### src/rtl/quadrature_amplitude_phase_detector_defines.svh
// Assertion helpers for the quadrature detector.
`ifndef QUADRATURE_AMPLITUDE_PHASE_DETECTOR_DEFINES_SVH
`define QUADRATURE_AMPLITUDE_PHASE_DETECTOR_DEFINES_SVH

// Same-cycle implication, clocked on clk, off during rst.
`define QAPD_ASSERT_SAME(label, ante, cons) \
  label: assert property (@(posedge clk) disable iff (rst) (ante) |-> (cons)) \
    else $error("qapd: same-cycle check failed");

// Next-cycle implication, clocked on clk, off during rst.
`define QAPD_ASSERT_NEXT(label, ante, cons) \
  label: assert property (@(posedge clk) disable iff (rst) (ante) |=> (cons)) \
    else $error("qapd: next-cycle check failed");

`endif

### src/rtl/qapd_pkg.sv
`timescale 1ns / 1ps
`default_nettype none

package qapd_pkg;

  localparam int BLOCK_LEN    = 64;
  localparam int SAMPLE_BITS  = 10;
  localparam int SAMPLE_W     = 10;
  localparam int IDX_W        = $clog2(BLOCK_LEN);
  localparam int SUM_W        = SAMPLE_BITS + IDX_W;
  localparam int VEC_W        = SUM_W + 1;
  localparam int RAD_W        = 2 * SUM_W;
  localparam int SER_CNT_W    = $clog2(SUM_W);

  localparam int AMP_W        = 15;
  localparam int AMP_MAX      = (1 << AMP_W) - 1;
  localparam int DEG_W        = 9;
  localparam int REL_W        = 10;

  localparam logic CMD_SAMPLE = 1'b0;
  localparam logic CMD_RECAL  = 1'b1;

  localparam int CORDIC_STEPS = 16;
  localparam int STEP_W       = $clog2(CORDIC_STEPS);
  localparam int CORDIC_FRAC  = 16;
  localparam int CW           = SUM_W + CORDIC_FRAC + 2;
  localparam int ZW           = CORDIC_FRAC + 10;
  localparam int DEG_HALF     = 180;
  localparam int DEG_QUARTER  = 90;

  localparam logic signed [ZW-1:0]    Z_HALF        = ZW'(DEG_HALF << CORDIC_FRAC);
  localparam logic signed [DEG_W-1:0] DEG_HALF_D    = DEG_W'(DEG_HALF);
  localparam logic signed [DEG_W-1:0] DEG_QUARTER_D = DEG_W'(DEG_QUARTER);

  localparam int AMP_KEEP     = 9;
  localparam int AMP_DIV      = 10;
  localparam int PH_KEEP      = 17;
  localparam int PH_NEW       = 3;
  localparam int PH_DIV       = 20;
  localparam int AN_W         = AMP_W + 4;
  localparam int PN_W         = DEG_W + 5;
  localparam int DIV_CNT_W    = $clog2(AN_W);
  localparam int REM_W        = $clog2(PH_DIV);

  // atan(2^-k) in Q16 degrees
  function automatic logic signed [ZW-1:0] atan_q16(input logic [STEP_W-1:0] k);
    unique case (k)
      4'd0:    atan_q16 = ZW'(2949120);
      4'd1:    atan_q16 = ZW'(1740967);
      4'd2:    atan_q16 = ZW'(919879);
      4'd3:    atan_q16 = ZW'(466945);
      4'd4:    atan_q16 = ZW'(234378);
      4'd5:    atan_q16 = ZW'(117305);
      4'd6:    atan_q16 = ZW'(58666);
      4'd7:    atan_q16 = ZW'(29335);
      4'd8:    atan_q16 = ZW'(14668);
      4'd9:    atan_q16 = ZW'(7334);
      4'd10:   atan_q16 = ZW'(3667);
      4'd11:   atan_q16 = ZW'(1833);
      4'd12:   atan_q16 = ZW'(917);
      4'd13:   atan_q16 = ZW'(458);
      4'd14:   atan_q16 = ZW'(229);
      4'd15:   atan_q16 = ZW'(115);
      default: atan_q16 = '0;
    endcase
  endfunction

endpackage

`default_nettype wire

### src/rtl/qapd_magnitude.sv
`timescale 1ns / 1ps
`default_nettype none

module qapd_magnitude import qapd_pkg::*; (
  input  wire logic                    clk,
  input  wire logic                    rst,
  input  wire logic                    start,
  input  wire logic signed [VEC_W-1:0] re,
  input  wire logic signed [VEC_W-1:0] im,
  output logic                         busy,
  output logic [AMP_W-1:0]             mag
);

  typedef enum logic [1:0] {M_IDLE, M_SQUARE, M_ROOT} mstate_t;

  mstate_t              state;
  logic [SUM_W-1:0]     mcand;
  logic [SUM_W-1:0]     pending;
  logic [RAD_W-1:0]     addend;
  logic [RAD_W-1:0]     acc;
  logic [RAD_W-1:0]     acc_next;
  logic [RAD_W-1:0]     rad;
  logic [SUM_W:0]       rem;
  logic [SUM_W:0]       rem_next;
  logic [SUM_W-1:0]     root;
  logic [SUM_W-1:0]     root_next;
  logic [SUM_W+2:0]     rem_t;
  logic [SUM_W+2:0]     trial;
  logic [SER_CNT_W-1:0] cnt;
  logic                 second;
  logic [SUM_W-1:0]     re_abs;
  logic [SUM_W-1:0]     im_abs;
  logic [AMP_W-1:0]     mag_sat;

  assign re_abs = re[VEC_W-1] ? SUM_W'(-re) : SUM_W'(re);
  assign im_abs = im[VEC_W-1] ? SUM_W'(-im) : SUM_W'(im);

  // shift-add squarer, one multiplier bit per cycle
  assign acc_next = acc + (mcand[0] ? addend : '0);

  // restoring root, one result bit per cycle
  always_comb begin
    rem_t = {rem, rad[RAD_W-1 -: 2]};
    trial = {1'b0, root, 2'b01};
    if (rem_t >= trial) begin
      rem_next  = (SUM_W+1)'(rem_t - trial);
      root_next = {root[SUM_W-2:0], 1'b1};
    end else begin
      rem_next  = (SUM_W+1)'(rem_t);
      root_next = {root[SUM_W-2:0], 1'b0};
    end
    mag_sat = (32'(root_next) > 32'(AMP_MAX)) ? AMP_W'(AMP_MAX) : AMP_W'(root_next);
  end

  always_ff @(posedge clk) begin
    if (rst) begin
      state <= M_IDLE;
      busy  <= 1'b0;
    end else begin
      unique case (state)
        M_IDLE: begin
          if (start) begin
            mcand   <= re_abs;
            pending <= im_abs;
            addend  <= RAD_W'(re_abs);
            acc     <= '0;
            cnt     <= '0;
            second  <= 1'b0;
            busy    <= 1'b1;
            state   <= M_SQUARE;
          end
        end
        M_SQUARE: begin
          acc <= acc_next;
          if (cnt == SER_CNT_W'(SUM_W-1)) begin
            cnt <= '0;
            if (!second) begin
              second <= 1'b1;
              mcand  <= pending;
              addend <= RAD_W'(pending);
            end else begin
              rad   <= acc_next;
              rem   <= '0;
              root  <= '0;
              state <= M_ROOT;
            end
          end else begin
            mcand  <= mcand >> 1;
            addend <= addend << 1;
            cnt    <= cnt + 1'b1;
          end
        end
        M_ROOT: begin
          rad  <= rad << 2;
          rem  <= rem_next;
          root <= root_next;
          cnt  <= cnt + 1'b1;
          if (cnt == SER_CNT_W'(SUM_W-1)) begin
            mag   <= mag_sat;
            busy  <= 1'b0;
            state <= M_IDLE;
          end
        end
        default: state <= M_IDLE;
      endcase
    end
  end

endmodule

`default_nettype wire

### src/rtl/qapd_cordic.sv
`timescale 1ns / 1ps
`default_nettype none

module qapd_cordic import qapd_pkg::*; (
  input  wire logic                    clk,
  input  wire logic                    rst,
  input  wire logic                    start,
  input  wire logic signed [VEC_W-1:0] re,
  input  wire logic signed [VEC_W-1:0] im,
  output logic                         busy,
  output logic signed [DEG_W-1:0]      deg
);

  typedef enum logic {C_IDLE, C_RUN} cstate_t;

  cstate_t                  state;
  logic signed [CW-1:0]     x;
  logic signed [CW-1:0]     y;
  logic signed [ZW-1:0]     z;
  logic signed [CW-1:0]     xs;
  logic signed [CW-1:0]     ys;
  logic signed [CW-1:0]     x_next;
  logic signed [CW-1:0]     y_next;
  logic signed [ZW-1:0]     z_next;
  logic signed [ZW-1:0]     z_trunc;
  logic signed [VEC_W-1:0]  x_c;
  logic signed [VEC_W-1:0]  y_c;
  logic signed [CW-1:0]     x_init;
  logic signed [CW-1:0]     y_init;
  logic signed [ZW-1:0]     z_init;
  logic [STEP_W-1:0]        k;

  // left half plane: flip the vector, start from +/-180
  always_comb begin
    x_c    = re[VEC_W-1] ? -re : re;
    y_c    = re[VEC_W-1] ? -im : im;
    x_init = CW'(x_c) <<< CORDIC_FRAC;
    y_init = CW'(y_c) <<< CORDIC_FRAC;
    if (!re[VEC_W-1]) begin
      z_init = '0;
    end else if (im[VEC_W-1]) begin
      z_init = -Z_HALF;
    end else begin
      z_init = Z_HALF;
    end
  end

  always_comb begin
    xs = x >>> k;
    ys = y >>> k;
    if (!y[CW-1]) begin
      x_next = x + ys;
      y_next = y - xs;
      z_next = z + atan_q16(k);
    end else begin
      x_next = x - ys;
      y_next = y + xs;
      z_next = z - atan_q16(k);
    end
    z_trunc = z_next[ZW-1] ? -((-z_next) >>> CORDIC_FRAC) : (z_next >>> CORDIC_FRAC);
  end

  always_ff @(posedge clk) begin
    if (rst) begin
      state <= C_IDLE;
      busy  <= 1'b0;
    end else begin
      unique case (state)
        C_IDLE: begin
          if (start) begin
            if (re == '0 && im == '0) begin
              deg <= '0;
            end else if (im == '0) begin
              deg <= re[VEC_W-1] ? DEG_HALF_D : '0;
            end else if (re == '0) begin
              deg <= im[VEC_W-1] ? -DEG_QUARTER_D : DEG_QUARTER_D;
            end else begin
              x     <= x_init;
              y     <= y_init;
              z     <= z_init;
              k     <= '0;
              busy  <= 1'b1;
              state <= C_RUN;
            end
          end
        end
        C_RUN: begin
          x <= x_next;
          y <= y_next;
          z <= z_next;
          k <= k + 1'b1;
          if (k == STEP_W'(CORDIC_STEPS-1)) begin
            deg   <= DEG_W'(z_trunc);
            busy  <= 1'b0;
            state <= C_IDLE;
          end
        end
        default: state <= C_IDLE;
      endcase
    end
  end

endmodule

`default_nettype wire

### src/rtl/qapd_smooth.sv
`timescale 1ns / 1ps
`default_nettype none

module qapd_smooth import qapd_pkg::*; (
  input  wire logic                    clk,
  input  wire logic                    rst,
  input  wire logic                    start,
  input  wire logic [AMP_W-1:0]        amp_cur,
  input  wire logic signed [DEG_W-1:0] ph_cur,
  input  wire logic [AMP_W-1:0]        mag,
  input  wire logic signed [DEG_W-1:0] deg,
  output logic                         busy,
  output logic [AMP_W-1:0]             amp_new,
  output logic signed [DEG_W-1:0]      ph_new
);

  typedef enum logic {S_IDLE, S_RUN} sstate_t;

  sstate_t                 state;
  logic [AN_W-1:0]         an;
  logic [AN_W-1:0]         pm;
  logic                    neg;
  logic [REM_W-1:0]        ra;
  logic [REM_W-1:0]        rp;
  logic [REM_W:0]          ra_t;
  logic [REM_W:0]          rp_t;
  logic [REM_W-1:0]        ra_next;
  logic [REM_W-1:0]        rp_next;
  logic                    qa;
  logic                    qp;
  logic [DIV_CNT_W-1:0]    cnt;
  logic [AN_W-1:0]         an_init;
  logic signed [PN_W-1:0]  pn;
  logic [AN_W-1:0]         pm_init;

  always_comb begin
    an_init = AN_W'(amp_cur) * AN_W'(AMP_KEEP) + AN_W'(mag);
    pn      = PN_W'(ph_cur) * PN_W'(PH_KEEP) + PN_W'(deg) * PN_W'(PH_NEW);
    pm_init = AN_W'(pn[PN_W-1] ? -pn : pn);
  end

  // restoring divide by constant, quotient bits shift in at the bottom
  always_comb begin
    ra_t = {ra, an[AN_W-1]};
    rp_t = {rp, pm[AN_W-1]};
    qa   = (ra_t >= (REM_W+1)'(AMP_DIV));
    qp   = (rp_t >= (REM_W+1)'(PH_DIV));
    ra_next = qa ? REM_W'(ra_t - (REM_W+1)'(AMP_DIV)) : REM_W'(ra_t);
    rp_next = qp ? REM_W'(rp_t - (REM_W+1)'(PH_DIV)) : REM_W'(rp_t);
  end

  assign amp_new = AMP_W'(an);
  assign ph_new  = DEG_W'(neg ? -pm : pm);

  always_ff @(posedge clk) begin
    if (rst) begin
      state <= S_IDLE;
      busy  <= 1'b0;
    end else begin
      unique case (state)
        S_IDLE: begin
          if (start) begin
            an    <= an_init;
            pm    <= pm_init;
            neg   <= pn[PN_W-1];
            ra    <= '0;
            rp    <= '0;
            cnt   <= '0;
            busy  <= 1'b1;
            state <= S_RUN;
          end
        end
        S_RUN: begin
          an  <= {an[AN_W-2:0], qa};
          pm  <= {pm[AN_W-2:0], qp};
          ra  <= ra_next;
          rp  <= rp_next;
          cnt <= cnt + 1'b1;
          if (cnt == DIV_CNT_W'(AN_W-1)) begin
            busy  <= 1'b0;
            state <= S_IDLE;
          end
        end
        default: state <= S_IDLE;
      endcase
    end
  end

endmodule

`default_nettype wire

### src/rtl/quadrature_amplitude_phase_detector.sv
// Quadrature amplitude and phase detector. ADC samples taken at four times the carrier
// rate are folded into I/Q sums; each block of 64 samples ends in one result with the
// smoothed amplitude, smoothed phase, the calibration offset and phase minus offset.
// A recalibrate item latches the smoothed phase as offset and returns a result too.
// A sample that does not end a block leaves the input unstalled. The sample that ends a
// block stalls the input while a bit-serial squarer (two passes) and a restoring root
// run, with the 16-step CORDIC beside them, then through the bit-serial division for
// the smoothing and the load of the result register. A recalibrate stalls the input
// until its result is loaded into the result register. The input also waits while a
// new result cannot enter the result register because the previous one is stalled.
`timescale 1ns / 1ps
`default_nettype none
`include "quadrature_amplitude_phase_detector_defines.svh"

module quadrature_amplitude_phase_detector import qapd_pkg::*; (
  input  wire logic                 clk,
  input  wire logic                 rst,
  input  wire logic                 item_valid,
  output logic                      item_stall,
  input  wire logic                 command,
  input  wire logic [SAMPLE_W-1:0]  sample,
  output logic                      result_valid,
  input  wire logic                 result_stall,
  output logic [AMP_W-1:0]          amplitude,
  output logic signed [DEG_W-1:0]   phase_deg,
  output logic signed [REL_W-1:0]   relative_phase_deg,
  output logic signed [DEG_W-1:0]   offset_deg
);

  typedef enum logic [1:0] {T_IDLE, T_CALC, T_SMOOTH, T_DONE} tstate_t;

  localparam logic [1:0] POS_RE_ADD = 2'd0;
  localparam logic [1:0] POS_IM_ADD = 2'd1;
  localparam logic [1:0] POS_RE_SUB = 2'd2;

  tstate_t                  state;
  logic [IDX_W-1:0]         idx;
  logic signed [SUM_W-1:0]  real_sum;
  logic signed [SUM_W-1:0]  imag_sum;
  logic signed [SUM_W-1:0]  real_next;
  logic signed [SUM_W-1:0]  imag_next;
  logic signed [SUM_W-1:0]  s_ext;
  logic signed [VEC_W-1:0]  vec_re;
  logic signed [VEC_W-1:0]  vec_im;
  logic [AMP_W-1:0]         amp_s;
  logic signed [DEG_W-1:0]  ph_s;
  logic signed [DEG_W-1:0]  offset;
  logic                     accept;
  logic                     block_end;
  logic                     smooth_start;
  logic                     mag_busy;
  logic                     cor_busy;
  logic                     smooth_busy;
  logic [AMP_W-1:0]         mag;
  logic signed [DEG_W-1:0]  deg;
  logic [AMP_W-1:0]         amp_new;
  logic signed [DEG_W-1:0]  ph_new;

  assign item_stall   = (state != T_IDLE);
  assign accept       = item_valid && !item_stall;
  assign block_end    = accept && (command == CMD_SAMPLE) && (idx == IDX_W'(BLOCK_LEN-1));
  assign smooth_start = (state == T_CALC) && !mag_busy && !cor_busy;

  always_comb begin
    s_ext     = SUM_W'(sample[SAMPLE_BITS-1:0]);
    real_next = real_sum;
    imag_next = imag_sum;
    case (idx[1:0])
      POS_RE_ADD: real_next = real_sum + s_ext;
      POS_IM_ADD: imag_next = imag_sum + s_ext;
      POS_RE_SUB: real_next = real_sum - s_ext;
      default:    imag_next = imag_sum - s_ext;
    endcase
    vec_re = VEC_W'(real_next);
    vec_im = -VEC_W'(imag_next);
  end

  qapd_magnitude u_mag (
    .clk   (clk),
    .rst   (rst),
    .start (block_end),
    .re    (vec_re),
    .im    (vec_im),
    .busy  (mag_busy),
    .mag   (mag)
  );

  qapd_cordic u_cordic (
    .clk   (clk),
    .rst   (rst),
    .start (block_end),
    .re    (vec_re),
    .im    (vec_im),
    .busy  (cor_busy),
    .deg   (deg)
  );

  qapd_smooth u_smooth (
    .clk     (clk),
    .rst     (rst),
    .start   (smooth_start),
    .amp_cur (amp_s),
    .ph_cur  (ph_s),
    .mag     (mag),
    .deg     (deg),
    .busy    (smooth_busy),
    .amp_new (amp_new),
    .ph_new  (ph_new)
  );

  always_ff @(posedge clk) begin
    if (rst) begin
      state        <= T_IDLE;
      idx          <= '0;
      real_sum     <= '0;
      imag_sum     <= '0;
      amp_s        <= '0;
      ph_s         <= '0;
      offset       <= '0;
      result_valid <= 1'b0;
    end else begin
      if (result_valid && !result_stall && state != T_DONE) begin
        result_valid <= 1'b0;
      end
      unique case (state)
        T_IDLE: begin
          if (accept) begin
            if (command == CMD_RECAL) begin
              offset <= ph_s;
              state  <= T_DONE;
            end else if (block_end) begin
              idx      <= '0;
              real_sum <= '0;
              imag_sum <= '0;
              state    <= T_CALC;
            end else begin
              idx      <= idx + 1'b1;
              real_sum <= real_next;
              imag_sum <= imag_next;
            end
          end
        end
        T_CALC: begin
          if (smooth_start) begin
            state <= T_SMOOTH;
          end
        end
        T_SMOOTH: begin
          if (!smooth_busy) begin
            amp_s <= amp_new;
            ph_s  <= ph_new;
            state <= T_DONE;
          end
        end
        T_DONE: begin
          if (!result_valid || !result_stall) begin
            result_valid       <= 1'b1;
            amplitude          <= amp_s;
            phase_deg          <= ph_s;
            relative_phase_deg <= REL_W'(ph_s) - REL_W'(offset);
            offset_deg         <= offset;
            state              <= T_IDLE;
          end
        end
        default: state <= T_IDLE;
      endcase
    end
  end

  `QAPD_ASSERT_SAME(a_sums_clear_at_block_start, idx == '0, real_sum == '0 && imag_sum == '0)
  `QAPD_ASSERT_NEXT(a_block_end_starts_root, block_end, mag_busy && state == T_CALC)
  `QAPD_ASSERT_NEXT(a_recal_latches_phase, accept && command == CMD_RECAL, offset == $past(ph_s))
  `QAPD_ASSERT_NEXT(a_recal_goes_done, accept && command == CMD_RECAL, state == T_DONE)
  `QAPD_ASSERT_SAME(a_no_accept_while_busy, mag_busy || cor_busy || smooth_busy, item_stall)

endmodule

`default_nettype wire
### config.mk
export PLATFORM = sky130hd
export DESIGN_NAME = quadrature_amplitude_phase_detector
export DESIGN_NICKNAME = d
export VERILOG_FILES = /design/src/rtl/qapd_pkg.sv /design/src/rtl/qapd_magnitude.sv /design/src/rtl/qapd_cordic.sv /design/src/rtl/qapd_smooth.sv /design/src/rtl/quadrature_amplitude_phase_detector.sv
export VERILOG_INCLUDE_DIRS = /design/src /design/src/rtl
export SDC_FILE = /design/constraint.sdc
export NUM_CORES = 2
export LEC_CHECK = 0
export CORE_MARGIN = 8
export CORE_UTILIZATION = 64
export DETAILED_ROUTE_END_ITERATION = 6
export DONT_BUFFER_PORTS = 1
export PLACE_DENSITY_LB_ADDON = 0.1
export SLEW_MARGIN = 0
export SYNTH_ARGS = -nofsm -noshare
export SYNTH_HDL_FRONTEND = slang
export SYNTH_SLANG_ARGS = --single-unit
### constraint.sdc
create_clock -name clk -period 20 [get_ports clk]
set_clock_uncertainty 0.05 [all_clocks]
set_input_delay 4 -clock clk [delete_from_list [all_inputs] [get_ports clk]]
set_output_delay 4 -clock clk [all_outputs]
set_load 0.02 [all_outputs]
==> impl_metrics.yaml <==
route:
  post_drt_wl_per_cell_um: 18.83
  viasPerCell: 6.220
  postRouteAntennaNets: 0
  firstDrtPassIters: 5
  drc: 0
  drtIter0Drc: 2342
  vias: 29400
  wl_mm: 89.01
die:
  fp.coreArea_um2: 57810
  die_y_um: 257.9
  die_w_um: 257.9
  floorplan.initialDensity_pct: 64.80
  io_pins: 60
  die_area_um2: 66530
  rows: 88
placed_design:
  post-dp-hpwl_mm: 64.21
  io_buffers: 0
  preCtsSetupSlack_ps: 7877
  routabilityCongestion: 0.9377
power_and_ir_drop:
  p_per_area_nw_per_um2: 93.38
  comb_power_share_pct: 34.9
  p_sw_share_pct: 34.64
  p_int_mw: 2.442
  clockPowerShare_pct: 29.3
  leakagePower_nw: 16.35
  vdd.ir_drop.worst_uv: 86.86
  total_power_mw: 3.736
  p_sw_mw: 1.294
  p_seq_share_pct: 35.8
yosys:
  syn-instance-count: 3991
  synthMostInstantiatedCell: "edfxtp_1"
  ys_seq_area_share_pct: 36.37
  yosys_most_used_dff: "edfxtp_1"
  ys_async_sr_fraction_pct: 0
  synthTopCellsByCount: "edfxtp_1, nand2_1, nor2_1"
  syn_area_per_cell_um2: 9.386
  synth_cell_types: 86
  ys_ff_latch: 488
  ys_top_cells_by_area: "edfxtp_1, ha_1, dfxtp_1"
  synth_edf_count: 385
  synth_top_area_share_pct: 30.86
  syn-num-nets: 4327
  yosysWarnings: 0
  yosysTopAreaCell: "edfxtp_1"
  synth_area_um2: 37460
worst_hold_path:
  hp-class: "flip-flop to flip-flop"
  hold-path-cell-count: 0
clocking:
  cts_buffers: 55
  cts_setup_buffers: 0
  clk_path_buf_depth: 3
  cts_num_sinks: 488
  clkLatencyLatePin_ps: 640
  cts_resized: 0
  htree_num_levels: 2
  clock_tree.root_cell: "clkbuf_16"
  cts_tree: "yes"
  path_clk_slew_ps: 60
  holdBufCountCts: 0
flow_run:
  maxCapViolCount: 0
finish:
  diodes: 0
  drive_gt1_share_pct: 7.220
  final_nets: 4250
  areaGrowthSynthToFinish_pct: 6.800
  fill_cells: 4587
critical_path:
  start_kind: "input port"
  cp_top_family: "compound AO/OA/AOI/OAI gates"
  crit_chain: "inv_1 > ha_1 > mux2_2 > fa_1 > a21o_1 > a21o_1 > a2111o_1 > a21oi_1 > a32oi_1 > o21ai_0 > nor3_1 > and3_1 > a21oi_1 > clkinv_1 > ha_1 > a41oi_1 > and2_1 > o21ai_1 > inv_4 > buf_4 > o32ai_1 > nand2_1 > nor2b_1 > o21ai_0"
  worstPathArrival_ps: 12050
  cp-end-kind: "flip-flop"
  slowest_stage: "a21oi_1"
  crit_buf_inv: 4
  crit_fanout: 64
  reg2regPathDepth: 24
  crit_cells: 24
  crit_path_max_incr_delay_ps: 820
  critPathRequiredTime_ps: 20420
  criticalPathCategory: "input port to flip-flop"
sta:
  timing.slew.headroom_pct: 21.42
  min_period_over_period_pct: 58.16
  setup_tns_ps: 0
  setup_slack_ps: 8367
  setup_viol: 0
  hold_viol_final: 0
  report.final.slew_viol_count: 0
  finalCriticalPeriod_ps: 11630
  max_freq_mhz: 85.97
  worst_slew_pin_slew_ps: 1170
  grt_setup_unrepaired: "false"
global_routing:
  grt_antenna_before_repair: 0
  grt_pass1_wl_mm: 143.8
  grt.overflow.total: 0
  grt_max_degree: 111
  first_global_vias: 27650
  grtUsageTotal_pct: 25.92
status:
  status: "complete, no violations"
[worst register-to-register path, delay by kind of cell, from the launching register on]
kind / cells / cell delay [ps]
adder cells (fa/ha/maj): 3 / 1380
AND/OR/NAND/NOR: 5 / 980
buffers and inverters: 4 / 2010
AO/OA/AOI/OAI: 11 / 3700
multiplexers: 1 / 440
flip-flops: 1 / 370
[power by group through the flow]
stage / logic (mW) / clock network [mW] / registers, mW
2_1_floorplan: 1.01 / 0 / 1.33
3_3_place_gp: 1.26 / 0 / 1.35
3_5_place_dp: 1.29 / 0 / 1.36
4_1_cts: 1.30 / 1.11 / 1.34
5_1_grt: 1.45 / 1.14 / 1.35
6_report: 1.30 / 1.10 / 1.34
[cells by family after synthesis]
kind of cell / share of synthesized area [%]
AND/OR/NAND/NOR: 16.37
AO/OA/AOI/OAI: 15.91
flip-flops: 36.37
buffers and inverters: 4.118
XOR/XNOR: 8.277
adder cells (fa/ha/maj): 11.40
multiplexers: 7.562
[per-layer routing]
| layer | share of wire, % | vias up | global-route usage [%] |
|---|---|---|---|
| met4 | 2.1 | 0 | 5.937 |
| li1 | - | 14270 | - |
| met3 | 7.4 | 134 | 4.184 |
| met5 | 0 | - | 0 |
| met2 | 44 | 961 | 40.62 |
| met1 | 46 | 14030 | 37.61 |
[sequential cells by signal (all words and copies together) (netlist names), 6 cells and up, named ones only]
register and cells:
amp_s 15, amplitude 15, idx 6, imag_sum 16
offset 9, offset_deg 9, ph_s 9, phase_deg 9
real_sum 16, relative_phase_deg 10, u_cordic.deg 9, u_cordic.x 34
u_cordic.y 34, u_cordic.z 26, u_mag.acc 32, u_mag.addend 32
u_mag.mag 15, u_mag.mcand 16, u_mag.pending 16, u_mag.rad 32
u_mag.rem 17, u_mag.root 16, u_smooth.an 19, u_smooth.pm 19
[placed cells by master (no fill, tap or decap), types with 55 or more instances in the layout]
cell type	count
ha_1	286
edfxtp_1	385
a21o_1	97
and2_1	115
a21oi_1	316
mux2i_1	67
xnor2_1	207
clkbuf_16	55
nand2_1	370
mux4_2	59
nor2_1	363
o21ai_0	210
nand3_1	73
xor2_1	145
inv_1	229
nor3_1	84
dfxtp_1	101
[path summary, 6_finish.rpt]
kind	start	end	slack, ps
setup / recovery	sample[0]	flip-flop	8370
hold / removal	offset[0]	offset_deg[0]	400
setup reg to reg	idx[1]	flip-flop	10940
hold reg to reg	offset[0]	offset_deg[0]	400
[through the flow]
stage	util (%)	hold slack [ps]	area [um2]	std cells
CTS	69.21	394.1	40010	4726
global route	69.21	425.1	40010	4726
floorplan	-	380.0	37460	3991
detailed placement	65.84	397.8	38060	4622
finish	69.21	397.1	40010	4726
global placement	65.84	388.5	38060	4622
[cell type report]
type / instances / area (um2) / area share, %
multi-input cells: 3105 / 22370 / 55.91
repair buffers: 30 / 225.2 / 0.5629
flip-flops and latches: 488 / 13630 / 34.06
clock buffers: 62 / 1423 / 3.556
inverters: 234 / 880.8 / 2.202
well taps: 765 / 957.2 / 2.392
clock inverters: 42 / 525.5 / 1.314
Note: power is estimated with default switching activity, not from simulation.
